### config.mk
export PLATFORM = sky130hd
export DESIGN_NAME = lbs_front
export DESIGN_NICKNAME = d
export VERILOG_FILES = /design/src/design/lbs_pkg.sv /design/src/design/lbs_front.sv
export SDC_FILE = /design/constraint.sdc
export NUM_CORES = 1
export LEC_CHECK = 0
export ABC_CLOCK_PERIOD_IN_PS = 3640
export BUFFER_PORTS_ARGS = -buffer_cell sky130_fd_sc_hd__buf_2
export CORE_AREA = 2 2 112 114
export DETAILED_ROUTE_END_ITERATION = 10
export DIE_AREA = 0 0 114 116
export SYNTH_ARGS = -nofsm -noshare
export SYNTH_HDL_FRONTEND = slang
export SYNTH_SLANG_ARGS = --single-unit
export TNS_END_PERCENT = 20
### constraint.sdc
create_clock -name vclk -period 3.64
set_input_delay 0.728 -clock vclk [all_inputs]
set_output_delay 0.728 -clock vclk [all_outputs]
set_load 0.01 [all_outputs]
### src/design/lbs_pkg.sv
// Shared types and constants for the linear blend skinning block.
// Used by the front end, the command queue, the back end and the top level.
package lbs_pkg;

  localparam int JOINT_COUNT = 32;
  localparam int JW = $clog2(JOINT_COUNT);
  localparam int MAT_WORDS = 12;
  localparam int MEM_DEPTH = JOINT_COUNT * MAT_WORDS;
  localparam int AW = $clog2(MEM_DEPTH);
  localparam int QDEPTH = 4;
  localparam int QAW = $clog2(QDEPTH);

  localparam logic [1:0] OP_BIND = 2'd0;
  localparam logic [1:0] OP_POSE = 2'd1;
  localparam logic [1:0] OP_VERT = 2'd2;

  typedef struct packed {
    logic             valid;
    logic             mat_sel;
    logic [AW-1:0]    addr;
    logic [31:0]      data;
  } mem_wr_t;

  // A load command carries its element address in base and its value in vx.
  typedef struct packed {
    logic             is_load;
    logic             mat_sel;
    logic             has_term;
    logic             last;
    logic [AW-1:0]    base;
    logic [31:0]      vx;
    logic [31:0]      vy;
    logic [31:0]      vz;
    logic [16:0]      weight;
  } cmd_t;

  localparam int CMD_W = $bits(cmd_t);

endpackage

### src/design/lbs_front.sv
// Front end: classifies input items and issues matrix loads and vertex commands.
// Depends on lbs_pkg.
module lbs_front import lbs_pkg::*; (
  input  logic        in_push,
  output logic        in_full,
  input  logic [1:0]  in_op,
  input  logic [4:0]  in_joint,
  input  logic [1:0]  in_row,
  input  logic [1:0]  in_col,
  input  logic [31:0] in_value,
  input  logic [31:0] in_vx,
  input  logic [31:0] in_vy,
  input  logic [31:0] in_vz,
  input  logic [16:0] in_weight,
  input  logic        in_last,
  input  logic        q_full,
  output logic        q_push,
  output cmd_t        q_cmd
);

  logic xfer;
  logic in_range;
  logic is_load;
  logic [AW-1:0] base;

  assign in_full  = q_full;
  assign xfer     = in_push && !q_full;
  assign in_range = ({3'd0, in_joint} < 8'(JOINT_COUNT));
  assign base     = AW'(in_joint) * AW'(MAT_WORDS);
  assign is_load  = (in_op == OP_BIND || in_op == OP_POSE);

  // Loads travel through the queue as well, so a matrix write never overtakes
  // a vertex term that was accepted before it.
  always_comb begin
    q_push         = xfer && ((is_load && in_range && (in_row != 2'd3)) ||
                              ((in_op == OP_VERT) && (in_range || in_last)));
    q_cmd.is_load  = is_load;
    q_cmd.mat_sel  = (in_op == OP_POSE);
    q_cmd.has_term = in_range;
    q_cmd.last     = in_last;
    q_cmd.base     = is_load ? base + AW'({in_row, in_col}) : base;
    q_cmd.vx       = is_load ? in_value : in_vx;
    q_cmd.vy       = in_vy;
    q_cmd.vz       = in_vz;
    q_cmd.weight   = in_weight;
  end

endmodule

Word level (Yosys, flattened, before mapping)
Cells that the tools add are included.
- $add $sub $neg: 1
- multiply operators: 1
- eq/ne operators: 3
- multiplexer cells: 2
- reduce and logical (&&, ||, !) cells: 7
- operator list (cell ; count):
    2-to-1 mux 32 bit ; 1
    adder 9 x 4 -> 9 bit ; 1
    2-to-1 mux 9 bit ; 1
    multiplier 5 x 2 -> 7 bit, second input constant ; 1
    logical AND 1 bit ; 3
    equality test 2 x 1 -> 1 bit, second input constant ; 1
    equality test 2 bit, second input constant ; 1
    zero test 2 bit ; 1
    logical OR 1 bit ; 2
    inequality test 2 bit, second input constant ; 1
    zero test 1 bit ; 1
- bits in registers: 0
- input port bits: 159
- output and inout port bits: 128
- word-level logic and storage cells: 14

Depth between registers and ports, before layout
- word-level depth: 5
- mapped depth: 7
- mapped depth without buffers: 7

Worst setup path before layout
Ideal clock, no wire load.
- kind: input to output
- start: input port in_joint[0]
- end: output port q_cmd[121] (netlist bit)
- arrival time: 2.291 ns
- required time: 2.912 ns
- slack: 0.621 ns
- cell stages on the path: 7
- buffers on the path: 0
- cells stage by stage: ha_1 -> fa_1 -> nand2b_1 -> or3_1 -> nor3_2 -> o21bai_1 -> nand3_1
- RTL lines (item ; RTL line ; source):
    start: declaration ; lbs_front.sv:7 ; input logic [4:0] in_joint,
    end: declaration ; lbs_front.sv:18 ; output cmd_t q_cmd

==> results.json <==
{
  "status": "completed",
  "drt_wl_total_um": 4070,
  "place_ws_ps": 228,
  "grt_max_degree": 21,
  "dr.pass1.iters": 3,
  "post-route-util": 0.135,
  "clock_buffers": 0,
  "setup_ws_ps": 259,
  "p_leak_nw": 0.825,
  "viasPerCell": 3.32,
  "slew_violations": 0,
  "seq_cell_count": 0,
  "cp-end-kind": "output port",
  "synth_cell_types": 30,
  "die_y_um": 116,
  "layout.nets": 382,
  "arrival_ps": 2650,
  "holdBufCountCts": 0,
  "fp.dieW_um": 114,
  "io_pins": 287,
  "placed_cell_area_mm2": 0.00161,
  "critPathMaxFanout": 3,
  "worstSetupStartpointType": "primary input",
  "fin_crit_ps": 3380,
  "antenna_found_initial": 0,
  "synthCells": 176,
  "cp_num_buf_inv": 2,
  "ant_nets": 0,
  "coreArea_mm2": 0.0119,
  "grt_pass1_vias": 1021,
  "cp_top_family": "simple AND/OR/NAND/NOR gates",
  "critPathMaxStageDelay_ps": 540,
  "die_area_mm2": 0.0132,
  "tns_ps": 0,
  "cts_resized": 0,
  "io_buffers": 122,
  "cap_violations": 0,
  "vias": 1187,
  "routedWlPerCell_um": 11.4,
  "postCtsSetupRepairBufs": 0,
  "cp.required_ps": 2910,
  "max_freq_mhz": 296,
  "critPathKind": "primary input to output port",
  "grt_use_total": 0.0476,
  "period_share": 0.929,
  "hold_violations": 0,
  "synth_nets": 345,
  "hpwl_um": 3630,
  "drt_iter0_markers": 42,
  "cp-endpoint": "q_cmd[121]",
  "finalPower_mw": 0.221,
  "path_cells": "buf_2 > ha_1 > fa_1 > nand2b_1 > or3_1 > nor3_2 > o21bai_1 > nand3_1 > buf_2",
  "power_density_mw_per_mm2": 138,
  "crit_path_frequent_cell": "buf_2",
  "drive_above_1_share": 0.763,
  "fp-row-count": 40,
  "ir_drop_mv": 0.0190,
  "regArea_um2": 0,
  "design_area_mm2": 0.00161,
  "min_path_type": "primary input to output port",
  "start_util": 0.122,
  "slowest_stage": "fa_1",
  "drc": 0,
  "grt-ovfl-total": 0,
  "setup_violations": 0,
  "ys_warn_count": 0,
  "ys_seq_area_frac": 0,
  "avgSynthCellArea_um2": 8.24,
  "rsz0062_at_grt": "no",
  "cp.depth": 9,
  "synth_area_mm2": 0.00145,
  "critPathLaunch": "in_joint[0]",
  "grt_pass1_wl_um": 5130,
  "diodes": 0,
  "gp_congestion": 0.664,
  "area_growth_syn_to_layout_pct": 10.8
}
[layer usage]
layer  routed length (µm)  global-route usage
met1                 1570              0.0573
met2                 1830              0.0746
met3                  581              0.0209
met4                   89              0.0187
met5                    0                   0
[logic make-up (layout without fill, tap and decap cells)]
logic type / Yosys count / in the layout / share of synthesized area
buffers and inverters: 96 / 131 / 0.469
XOR/XNOR: 6 / 6 / 0.0362
multiplexers: 34 / 34 / 0.263
other: 1 / 1 / 0.00259
AO/OA/AOI/OAI: 10 / 10 / 0.0509
adder cells (fa/ha/maj): 10 / 10 / 0.0966
AND/OR/NAND/NOR: 19 / 19 / 0.0820
[worst min-delay path by stage]
stage                       start         to  slack (ps)  depth (start not counted)
floorplan                  q_full     q_push        1510                          1
global placement         in_vz[7]  q_cmd[24]        1460                          0
detailed placement       in_vz[7]  q_cmd[24]        1460                          0
CTS                      in_vz[7]  q_cmd[24]        1460                          0
global route             in_vz[4]  q_cmd[21]        1460                          0
finish              in_weight[14]  q_cmd[14]        1460                          0
[synthesized netlist by cell type (all sizes together)]
cell    count  area (µm²)
buf        89         653
mux2       33         372
ha          8         100
inv         7        26.3
nor2        4        15.0
a21oi       3        26.3
nor2b       3        18.8
xnor2       3        26.3
xor2        3        26.3
fa          2        40.0
nand2       2        7.51
nand2b      2        12.5
nor3b       2        15.0
o21ai       2        10.0
a211o       1        8.76
a211oi      1        7.51
a21o        1        7.51
a31oi       1        6.26
and3        1        7.51
conb        1        3.75
mux2i       1        10.0
nand3       1        5.00
nor3        1        10.0
nor4        1        12.5
nor4b       1        8.76
o21bai      1        7.51
or3         1        6.26
[placed cells by master, fill, tap and decap left out, drive strengths merged]
cell    instances
xnor2           3
a211oi          1
o21ai           2
nand2           2
a211o           1
fa              2
nor3            1
conb            1
nor4            1
ha              8
or3             1
a21o            1
a21oi           3
nor2b           3
nor3b           2
o21bai          1
inv             7
nor2            4
xor2            3
and3            1
nor4b           1
buf           124
mux2           33
mux2i           1
a31oi           1
nand2b          2
nand3           1
[area by class of cell]
type,count,area [µm²]
Multi-Input combinational cell,80,771
Timing Repair Buffer,124,626
Tap cell,147,184
Inverter,7,26.3
Fill cell,1344,10300
[through the flow]
step / std cells / hold slack (ps)
5_1_grt: 358 / 1460
6_report: 358 / 1460
3_5_place_dp: 358 / 1460
2_1_floorplan: 176 / 1510
3_3_place_gp: 358 / 1460
4_1_cts: 358 / 1460
[power by group]
group	switching (mW)	total, mW	internal [mW]
clock	0	0	0
sequential	0	0	0
combinational	0.108	0.221	0.113
(Power assumes the default switching activity.)
