`src/design/lbs_pkg.sv`:
```
// Shared types and constants for the linear blend skinning block.
// Used by the front end, the command queue, the back end and the top level.
package lbs_pkg;

  localparam int JOINT_COUNT = 32;
  localparam int JW = $clog2(JOINT_COUNT);
  localparam int MAT_WORDS = 12;
  localparam int MEM_DEPTH = JOINT_COUNT * MAT_WORDS;
  localparam int AW = $clog2(MEM_DEPTH);
  localparam int QDEPTH = 4;
  localparam int QAW = $clog2(QDEPTH);

  localparam logic [1:0] OP_BIND = 2'd0;
  localparam logic [1:0] OP_POSE = 2'd1;
  localparam logic [1:0] OP_VERT = 2'd2;

  typedef struct packed {
    logic             valid;
    logic             mat_sel;
    logic [AW-1:0]    addr;
    logic [31:0]      data;
  } mem_wr_t;

  // A load command carries its element address in base and its value in vx.
  typedef struct packed {
    logic             is_load;
    logic             mat_sel;
    logic             has_term;
    logic             last;
    logic [AW-1:0]    base;
    logic [31:0]      vx;
    logic [31:0]      vy;
    logic [31:0]      vz;
    logic [16:0]      weight;
  } cmd_t;

  localparam int CMD_W = $bits(cmd_t);

endpackage

```
`src/design/lbs_queue.sv`:
```
// Short command queue between the front end and the back end.
// Depends on lbs_pkg.
module lbs_queue import lbs_pkg::*; (
  input  logic clk,
  input  logic rst_n,
  input  logic push,
  input  cmd_t din,
  output logic full,
  input  logic pop,
  output logic empty,
  output cmd_t dout
);

  cmd_t mem_r [QDEPTH];
  logic [QAW-1:0] wp_r, rp_r;
  logic [QAW:0]   cnt_r;

  assign full  = (cnt_r == (QAW+1)'(QDEPTH));
  assign empty = (cnt_r == '0);
  assign dout  = mem_r[rp_r];

  always_ff @(posedge clk) begin
    if (push && !full) mem_r[wp_r] <= din;
    if (!rst_n) begin
      wp_r <= '0; rp_r <= '0; cnt_r <= '0;
    end else begin
      if (push && !full) wp_r <= wp_r + 1'b1;
      if (pop && !empty) rp_r <= rp_r + 1'b1;
      cnt_r <= cnt_r + (QAW+1)'(push && !full) - (QAW+1)'(pop && !empty);
    end
  end

  assert property (@(posedge clk) disable iff (!rst_n)
    full |=> !(empty));
  assert property (@(posedge clk) disable iff (!rst_n)
    (cnt_r <= (QAW+1)'(QDEPTH))) else $error("queue count overflow");
  assert property (@(posedge clk) disable iff (!rst_n)
    (empty && !push) |=> empty) else $error("queue filled without transfer");

endmodule

```
`config.mk`:
```
export PLATFORM = sky130hd
export DESIGN_NAME = lbs_queue
export DESIGN_NICKNAME = d
export VERILOG_FILES = /design/src/design/lbs_pkg.sv /design/src/design/lbs_queue.sv
export SDC_FILE = /design/constraint.sdc
export NUM_CORES = 1
export LEC_CHECK = 0
export BUFFER_PORTS_ARGS = -buffer_cell sky130_fd_sc_hd__buf_2
export CELL_PAD_IN_SITES_DETAIL_PLACEMENT = 1
export CELL_PAD_IN_SITES_GLOBAL_PLACEMENT = 1
export CORE_MARGIN = 4
export CORE_UTILIZATION = 45
export CTS_BUF_LIST = sky130_fd_sc_hd__clkbuf_4 sky130_fd_sc_hd__clkbuf_8
export DETAILED_ROUTE_END_ITERATION = 16
export PLACE_DENSITY = 0.8
export SYNTH_ARGS = -nofsm -noshare
export SYNTH_HDL_FRONTEND = slang
export SYNTH_SLANG_ARGS = --single-unit
```
`constraint.sdc`:
```
create_clock -name clk -period 5.3 [get_ports clk]
set_clock_uncertainty 0.2 [all_clocks]
set_input_delay 0.53 -clock clk [delete_from_list [all_inputs] [get_ports clk]]
set_output_delay 0.53 -clock clk [all_outputs]
set_load 0.05 [all_outputs]
```
Word level (Yosys, flattened, before mapping)
Memories as Yosys holds them, arrays and structs flattened. A register that Yosys moved wholly into a read port is not among the register bits.
Index checks and enable logic that the tools add are counted.
Operators by class
  equal/unequal tests: 1
  $add $sub $neg: 4
  reduce and logical (&&, ||, !) cells: 5
  multiply operators: 0
  bitwise gates (word level): 0
  $lt $le $gt $ge: 0
  shift operators: 0
  muxes and demuxes: 4
  divide/modulo/power cells: 0
Operator list (number)
  $add 2x1->2 const B: 2
  $mux 2: 2
  $add 3x1->3: 1
  $eq 3x3->1 const B: 1
  $logic_not 3->1: 1
  $sub 3x1->3: 1
  $logic_and 1x1->1: 2
  $logic_not 1->1: 2
  $mux 1: 2
Storage, ports and cells
  memories: 1
  bits in registers: 7
  ROM bits: 0
  input bits: 130
  word-level logic and storage cells: 18
  bits in latches: 0
  memory bits (writable): 504
Memory list
  mem_r: words 4, bits a word 126, read ports 1, clocked after memory_dff 1, write ports 1, line lbs_queue.sv:14  | cmd_t mem_r [QDEPTH];

Logic depth before layout (Yosys ltp)
Gate-level depths: netlist of run 1.
  depth in word-level cells: 5
  mapped depth: 11

Worst setup path after synthesis of run 1
No wires, ideal clock.
  path type: register -> register
  start: register cnt_r[2]
  end: memory mem_r[0][0] in the netlist's numbering, enable pin
  data required time: 4.600 ns
  clock period less this slack: 4.649 ns
  setup time: 0.500 ns
  buffers on the path: 1
  slack: 0.651 ns
  arrival: 3.949 ns
  cell stages (with the launch flop): 5
  cells stage by stage: dfxtp_1 -> nor3b_1 -> nor2b_1 -> clkbuf_1 -> and2_1
Between the ends
  cells in the longest elaborated chain, start to end: 5
Ends and longest elaborated chain
  from (decl): line lbs_queue.sv:16  | logic [QAW:0] cnt_r;
  from (signal assigned): line lbs_queue.sv:29  | cnt_r <= cnt_r + (QAW+1)'(push && !full) - (QAW+1)'(pop && !empty);
  $eq 3x3->1: line lbs_queue.sv:18  | assign full = (cnt_r == (QAW+1)'(QDEPTH));
  net full: line lbs_queue.sv:8  | output logic full,
  $logic_not 1->1: line lbs_queue.sv:23  | if (push && !full) mem_r[wp_r] <= din;
  $logic_and 1x1->1: line lbs_queue.sv:23
  $mux 1: line lbs_queue.sv:23
  $mux 1 (not written as such): line lbs_queue.sv:23
  to (decl): line lbs_queue.sv:14
The timed path passes the listed nets, and every way through them passes these cells.

==> results of run 1 <==
[power groups by stage]
stage / combinational [mW] / sequential, mW / clock, mW
final: 3.43 / 5.13 / 3.40
after global routing: 3.60 / 5.17 / 3.72
after CTS: 3.47 / 5.14 / 3.49
after detailed placement: 3.39 / 5.22 / 0
after global placement: 3.35 / 5.18 / 0
after floorplan: 2.66 / 5.11 / 0
[layout make-up]
class / instances / area share
Sequential cell: 513 / 0.6518
Multi-Input combinational cell: 160 / 0.1324
Timing Repair Buffer: 394 / 0.1152
Clock buffer: 124 / 0.06302
Tap cell: 532 / 0.02832
Clock inverter: 29 / 0.008091
Inverter: 6 / 0.0009581
Antenna cell: 2 / 0.0002129
[cell usage in the layout (no fill, tap or decap), drive strengths merged]
master	count
a21boi	1
and2	7
buf	267
bufinv	2
clkbuf	124
clkinv	23
clkinvlp	2
dfxtp	9
diode	2
dlygate4sd3	127
edfxtp	504
fa	1
ha	6
inv	8
mux2i	2
mux4	126
nand2	6
nor2b	2
nor3	1
nor3b	1
o21ai	3
or3	1
or4bb	1
xnor2	2
[through the flow]
| step | utilization | instances | setup slack, ns | hold WS, ns | instance area [um^2] |
|---|---|---|---|---|---|
| 2_1_floorplan | - | 709 | 0.6508 | 0.2609 | 18620 |
| 3_5_place_dp | 0.5035 | 1478 | 2.146 | 0.2829 | 20560 |
| 6_report | 0.5757 | 1760 | 1.686 | 0.1184 | 23510 |
| 3_3_place_gp | 0.5035 | 1478 | 2.207 | 0.2724 | 20560 |
| 4_1_cts | 0.5756 | 1758 | 1.524 | 0.04375 | 23500 |
| 5_1_grt | 0.5756 | 1759 | 1.400 | 0.1335 | 23500 |
[worst reg2reg max path, cell delays in order, from the launching register on]
cell	delay, ns
dfxtp_1	0.33
nor3b_1	0.16
nor2b_1	0.55
and2_4	0.87
buf_12	0.47
[worst min path at each step]
stage / endpoint / slack [ns] / cells past startpoint / startpoint
finish: register / 0.12 / 3 / pop
global route: rp_r[0]$_SDFFE_PN0P_ / 0.13 / 3 / pop
CTS: register / 0.04 / 3 / pop
detailed placement: register / 0.28 / 2 / rp_r[0]$_SDFFE_PN0P_
global placement: rp_r[0]$_SDFFE_PN0P_ / 0.27 / 2 / rp_r[0]$_SDFFE_PN0P_
floorplan: register / 0.26 / 2 / rp_r[0]$_SDFFE_PN0P_
[kinds of logic after synthesis]
logic type,after synthesis
simple gates,19
flops,513
compound gates,4
xor+xnor,2
mux,128
fa+ha+maj,7
buf+inv,36
[sequential cells by signal, summed over array words and instances (netlist names), named ones only]
register  flops
wp_r          2
rp_r          2
cnt_r         3
mem_r       504
[layer usage]
layer  share of wire  wire length [um]  GRT usage  vias to the layer above
met4           0.019               791    0.05731                        0
met5               0                 0          0                        -
li1                -                 -          -                     3974
met2            0.50             21300     0.3134                      356
met3           0.071              3004    0.05098                       48
met1            0.41             17220     0.2572                     4844
[repair_timing]
action,in CTS,in global routing
endpoints found under the hold margin,505,0
endpoints found under the setup margin,0,0
gates resized for setup,0,0
hold buffers,127,0
buffers inserted,0,0
==> results by group, run 1 <==
Min path
  • Worst min-delay path class: input port to register

Die
  • Die width: 211.4 um
  • Area of the core: ~41000 um^2
  • Row count: 74
  • Chip height: 211.4 um
  • Die ar.: 44700 um^2
  • Starting Density: 0.4561
  • I/O pin total: 258

Critical path
  • CP endpoint kind: output port
  • Crit path depth: 3
  • Crit start category: register
  • Reg2Reg Capture Point: mem_r[1][4]$_DFFE_PP_
  • R2R setup slack: 2.23 ns
  • Worst path slowest cell: dfxtp_4
  • Data arrival time of the worst path: about 2.9 ns
  • Crit path capture: dout[56]
  • CP Data Required Time: about 4.6 ns
  • Max FO, Critical Path: 41
  • Critical path class: register to output port
  • Slowest stage delay, CP: a little over 0.9 ns
  • CP top delay family: flip-flops
  • Worst reg2reg path startpoint: cnt_r[2]$_SDFF_PN0_
  • Worst-path cell chain: buf_4 -> mux4_2 -> buf_2
  • R2r worst-path depth: 4
  • CP bufs+invs: 2

Drt
  • First drt pass iteration count: 4
  • Vias per cell: about 5.2
  • Final wirelength: between 40000 and 50000 um
  • Via Count: 9222
  • Drt drc: 0
  • Final antenna-violating net count: 0
  • WL/cell: 24.04 um
  • Initial DRC count: 614

Synthesis
  • Compound-Gate Fraction of Synth Area: 0.001209
  • Simple-gate portion of the synthesized area: 0.005846
  • Post-synthesis instance total: slightly above 700
  • Number of synthesized register bits: just over 500
  • Synth Area in Adders: 0.005106
  • Yosys top cell by area: edfxtp_1
  • Number of synthesized flops with an enable pin: 504
  • Netlist cell types: 21
  • Synth Area in XOR/XNOR: 0.0009407
  • Syn nets: 846
  • FFs w/ async S/R, synth: 0
  • Post-synthesis sequential area ratio: 0.8224
  • Yosys warning count: 0
  • Avg Inst Size Synth: 26.26 um^2
  • Share of the synthesized area in the top cell type: 0.8127
  • Top cells by area, synth: edfxtp_1 (81%), mux4_2 (15%), dfxtp_1 (0.97%)
  • Main combinational cell family by area after synthesis: multiplexers
  • Ys flop type: edfxtp_1
  • Mapped Area: 18620 um^2
  • Post-synthesis mux area share: 0.1535
  • Most frequent cells after synthesis: edfxtp_1 (504), mux4_2 (126), buf_2 (14)
  • Most common cell in the netlist: edfxtp_1

Finish
  • Synth-to-Final Area Change: 26.23%
  • Fillers: 3544
  • Layout Nets: approximately 1300
  • Sequential Area: about 15000 um^2
  • Layout cells sized above 1: 0.4388
  • Area of the multi-input gates: 3112 um^2

Timing
  • Total Neg Setup Slack: 0 ns
  • Final Critical Period: approximately 3.6 ns
  • Tcrit/Tclk final: 0.6818
  • Slew @ Worst Pin: 0.9866 ns
  • Final Hold Viols: 0
  • FMAX: between 0.2 and 0.3 GHz
  • RSZ-0062 raised after global routing: no
  • Max-slew violation count: 0
  • Final setup fails: 0
  • Relative slew slack: 0.3423

Run status
  • Status: completed

GRT
  • Number of global-route vias before repair: 10418
  • Initial antenna violation count: 2
  • GRT Overall Usage: 0.1915
  • Grt ovf: 0
  • Largest net degree at the start of global routing: 73
  • First-pass GRT wire length: 64540 um

Power
  • Combinational share of power: 0.287
  • Reg power frac: 0.428
  • Switch share: 0.3421
  • LEAKAGE: 8.000 nW
  • Switch Pwr: roughly 4 mW
  • Worst vdd ir: ~350 uV
  • Power Total: 11.96 mW
  • Clk pwr share: 0.285
  • Power Density: 509.0 nW/um^2
  • Internal: 7.870 mW

Clock tree
  • Root buffer cell: clkbuf_8
  • Clock Sink Count: 513
  • Total CTS buffers: 85
  • Worst-Skew Late Latency: just over 0.6 ns
  • H-tree levels: 3
  • CTS tree: built
  • Worst-case clock buffer depth: 3
  • Clock transition at path regs: 0.06 ns

Place
  • Final RePlAce weighted congestion: 0.6908
  • PortBufs: 257
  • Detailed placement HPWL: 24000 um

Job
  • Max_cap viols: 0
Note: power is estimated with default switching activity, not from simulation.
==> inputs of run 2 (changes only) <==
--- a/config.mk
+++ b/config.mk
@@ -5,6 +5,7 @@
 export SDC_FILE = /design/constraint.sdc
 export NUM_CORES = 1
 export LEC_CHECK = 0
+export ABC_AREA = 1
 export BUFFER_PORTS_ARGS = -buffer_cell sky130_fd_sc_hd__buf_2
 export CELL_PAD_IN_SITES_DETAIL_PLACEMENT = 1
 export CELL_PAD_IN_SITES_GLOBAL_PLACEMENT = 1
@@ -12,7 +13,7 @@
 export CORE_UTILIZATION = 45
 export CTS_BUF_LIST = sky130_fd_sc_hd__clkbuf_4 sky130_fd_sc_hd__clkbuf_8
 export DETAILED_ROUTE_END_ITERATION = 16
-export PLACE_DENSITY = 0.8
+export PLACE_DENSITY = 0.84
 export SYNTH_ARGS = -nofsm -noshare
 export SYNTH_HDL_FRONTEND = slang
 export SYNTH_SLANG_ARGS = --single-unit
==> constraint.sdc (replaced) <==
create_clock -name clk -period 3.6 [get_ports clk]
set_clock_uncertainty 0.2 [all_clocks]
set_input_delay 0.36 -clock clk [delete_from_list [all_inputs] [get_ports clk]]
set_output_delay 0.36 -clock clk [all_outputs]
set_load 0.05 [all_outputs]
==> run 2 against run 1 <==
Effect of this change: synthesized cell count is 81% higher; worst setup slack worse by 1.7 ns; sequential cell count stayed put; largest cell class unchanged; register-to-register slack worse by 1.1 ns.
==> results by group, run 2 <==
Run status
  • Status: completed

Synthesis
  • Most frequent cells after synthesis: edfxtp_1 (504), nor2_1 (264), o21ai_0 (207)
  • Share of the synthesized area in the top cell type: 0.7905 (-0.02220)
  • Syn nets: 1423 (+68%)
  • Ys flop type: edfxtp_1
  • Avg Inst Size Synth: 14.89 um^2 (-43%)
  • Netlist cell types: 19 (-9.5%)
  • Number of synthesized register bits: 513 (unchanged)
  • Top cells by area, synth: edfxtp_1 (79%), o21ai_0 (5.4%), nor2_1 (5.2%)
  • Number of synthesized flops with an enable pin: 504 (unchanged)
  • Most common cell in the netlist: edfxtp_1
  • Mapped Area: 19140 um^2 (+2.8%)
  • Yosys top cell by area: edfxtp_1
  • FFs w/ async S/R, synth: 0 (unchanged)
  • Yosys warning count: 0 (unchanged)
  • Post-synthesis sequential area ratio: 0.7999 (-0.02247)
  • Post-synthesis instance total: 1286 (+81%)

Clock tree
  • Root buffer cell: clkbuf_8
  • Post-CTS Setup Inserts: 0 (unchanged)
  • Worst-Skew Late Latency: 0.62 ns (about the same)
  • Total CTS buffers: 84 (-1.2%)
  • Clock Sink Count: 513 (unchanged)
  • H-tree levels: 3 (unchanged)
  • Clock transition at path regs: 0.06 ns (about the same)
  • CTS tree: built
  • Worst-case clock buffer depth: 3 (unchanged)

Die
  • Die ar.: 45910 um^2 (+2.7%)
  • I/O pin total: 258 (unchanged)
  • Die width: 214.3 um (+1.3%)
  • Chip height: 214.3 um (+1.3%)
  • Area of the core: 42040 um^2 (+3.0%)
  • Row count: 75 (+1.4%)
  • Starting Density: 0.4554 (-0.0006712)

Finish
  • Most common cell after layout, fill and taps aside: edfxtp_1
  • Largest regs: mem_r (504), cnt_r (3)
  • Post-Layout Cell Count: 2301 (+31%)
  • Layout cells sized above 1: 0.2376 (-0.2012)
  • Fillers: 4078 (+15%)
  • Synth-to-Final Area Change: 24.51%
  • Largest Register: mem_r
  • Max reg flops: 504 (unchanged)
  • Highest-count cells in the layout ignoring fill and taps: edfxtp_1 (504), nor2_1 (260), buf_2 (257)
  • Final core occ: 0.5670 (-0.008694)
  • Layout Nets: 1831 (+41%)

Min path
  • Worst min-delay path class: input port to register

Place
  • Placed Cells: 2018 (+37%)
  • Detailed placement HPWL: 27120 um (+13%)
  • Worst slack, placed: 0.9282 ns (-1.218 ns)
  • PortBufs: 257 (unchanged)
  • Final RePlAce weighted congestion: 0.7278 (+5.4%)

Drt
  • Drt drc: 0 (unchanged)
  • WL/cell: 22.60 um (-6.0%)
  • Vias per cell: 5.505 (+5.1%)
  • Final wirelength: 52010 um (+23%)
  • Via Count: 12668 (+37%)
  • Final antenna-violating net count: 0 (unchanged)
  • First drt pass iteration count: 5 (+1)
  • Initial DRC count: 947 (+54%)

Timing
  • Hold WS: 0.2755 ns (+0.1571 ns)
  • Final setup fails: 0 (unchanged)
  • Max-slew violation count: 0 (unchanged)
  • Total Neg Setup Slack: 0 ns (unchanged)
  • Slew @ Worst Pin: 1.352 ns (+0.3651 ns)
  • Tcrit/Tclk final: 0.9901
  • Final Hold Viols: 0 (unchanged)
  • Final WS setup: 0.03572 ns (-1.651 ns)
  • Relative slew slack: 0.09890 (-0.2434)
  • Final Critical Period: between 3 and 4 ns
  • FMAX: 0.2806 GHz
  • RSZ-0062 raised after global routing: no

Critical path
  • Max FO, Critical Path: 252 (+510%)
  • R2R setup slack: 1.17 ns (-1.06 ns)
  • CP endpoint kind: output port
  • Crit start category: register
  • Data arrival time of the worst path: 3.00 ns (+0.12 ns)
  • Critical path class: register to output port
  • CP Data Required Time: 3.04 ns (-1.53 ns)

GRT
  • Initial antenna violation count: 3 (+1)
  • GRT Overall Usage: 0.2223 (+0.03080)
  • Largest net degree at the start of global routing: 253 (+250%)
  • Number of global-route vias before repair: 14098 (+35%)
  • First-pass GRT wire length: 80380 um (+25%)
  • Grt ovf: 0 (unchanged)

Power
  • Power Density: 765.6 nW/um^2 (+50%)
  • LEAKAGE: 8.471 nW (+5.9%)
  • Worst vdd ir: 563.9 uV (+62%)

Job
  • Max_cap viols: 0 (unchanged)
==> run 2: cell types whose count changed after synthesis, sizes merged, moves of 7 or more <==
cell,delta
and2,-7
buf,+17
clkbuf,+35
inv,+12
mux4,-126
nand2,+8
nor2,+264
o21ai,+249
o22ai,+126
==> run 2: layout make-up <==
type                    instances  area, um^2  area share
clock inverters                31       198.9    0.008346
repair buffers                404        2850      0.1196
well taps                     539       674.4     0.02829
diodes                          3       7.507   0.0003149
multi-input cells             672        3263      0.1369
flip-flops and latches        513       15320      0.6428
clock buffers                 120        1439     0.06036
inverters                      19       81.33    0.003412
==> run 2: logic make-up after synthesis <==
family	count (synthesis)	share of synthesized area
DFF	513	0.7999
AOI/OAI and AO/OA	383	0.1084
and+or+nand+nor	282	0.05555
adders and majority gates	7	0.004967
buffers and inverters	101	0.03117
==> run 2: metrics by stage <==
| step | cell area [um^2] | power, mW |
|---|---|---|
| after global routing | 23840 | 19.06 |
| final | 23840 | 18.25 |
| after global placement | 20900 | 12.99 |
| after CTS | 23830 | 18.31 |
| after floorplan | 19150 | 11.73 |
| after detailed placement | 20900 | 13.20 |
==> run 2: final timing paths <==
kind | startpoint | endpoint | depth (start not counted)
worst max-delay path | register | dout[122] | 4
worst min-delay path | din[78] | mem_r[3][78]$_DFFE_PP_ | 2
worst max register to register | cnt_r[1]$_SDFF_PN0_ | cnt_r[2]$_SDFF_PN0_ | 9
worst min register to register | rp_r[0]$_SDFFE_PN0P_ | rp_r[0]$_SDFFE_PN0P_ | 2
==> run 2: metal layers <==
layer	GRT usage	wire length (um)	vias to the layer above
met3	0.05696	3246	79
li1	-	-	5681
met5	0	0	-
met4	0.06635	1062	0
met1	0.2719	20660	6449
met2	0.3916	27040	459
==> run 2: power breakdown <==
part / switching (mW) / internal, mW
clock network: 2.30 / 2.72
logic: 4.55 / 1.21
registers: 0.197 / 7.28
total: 7.04 / 11.2
==> run 2: what timing repair did <==
action | 4_1_cts | 5_1_grt
hold buffers | 129 | 0
endpoints found under the hold margin | 513 | 0
setup endpoints to repair | 0 | 0
resized for setup | 0 | 0
==> run 2: worst max-delay path, stage by stage, from the launching register on <==
cell,delay (ns)
dfxtp_4,0.38
buf_12,0.57
o21ai_0,0.36
o22ai_1,0.32
buf_2,0.31
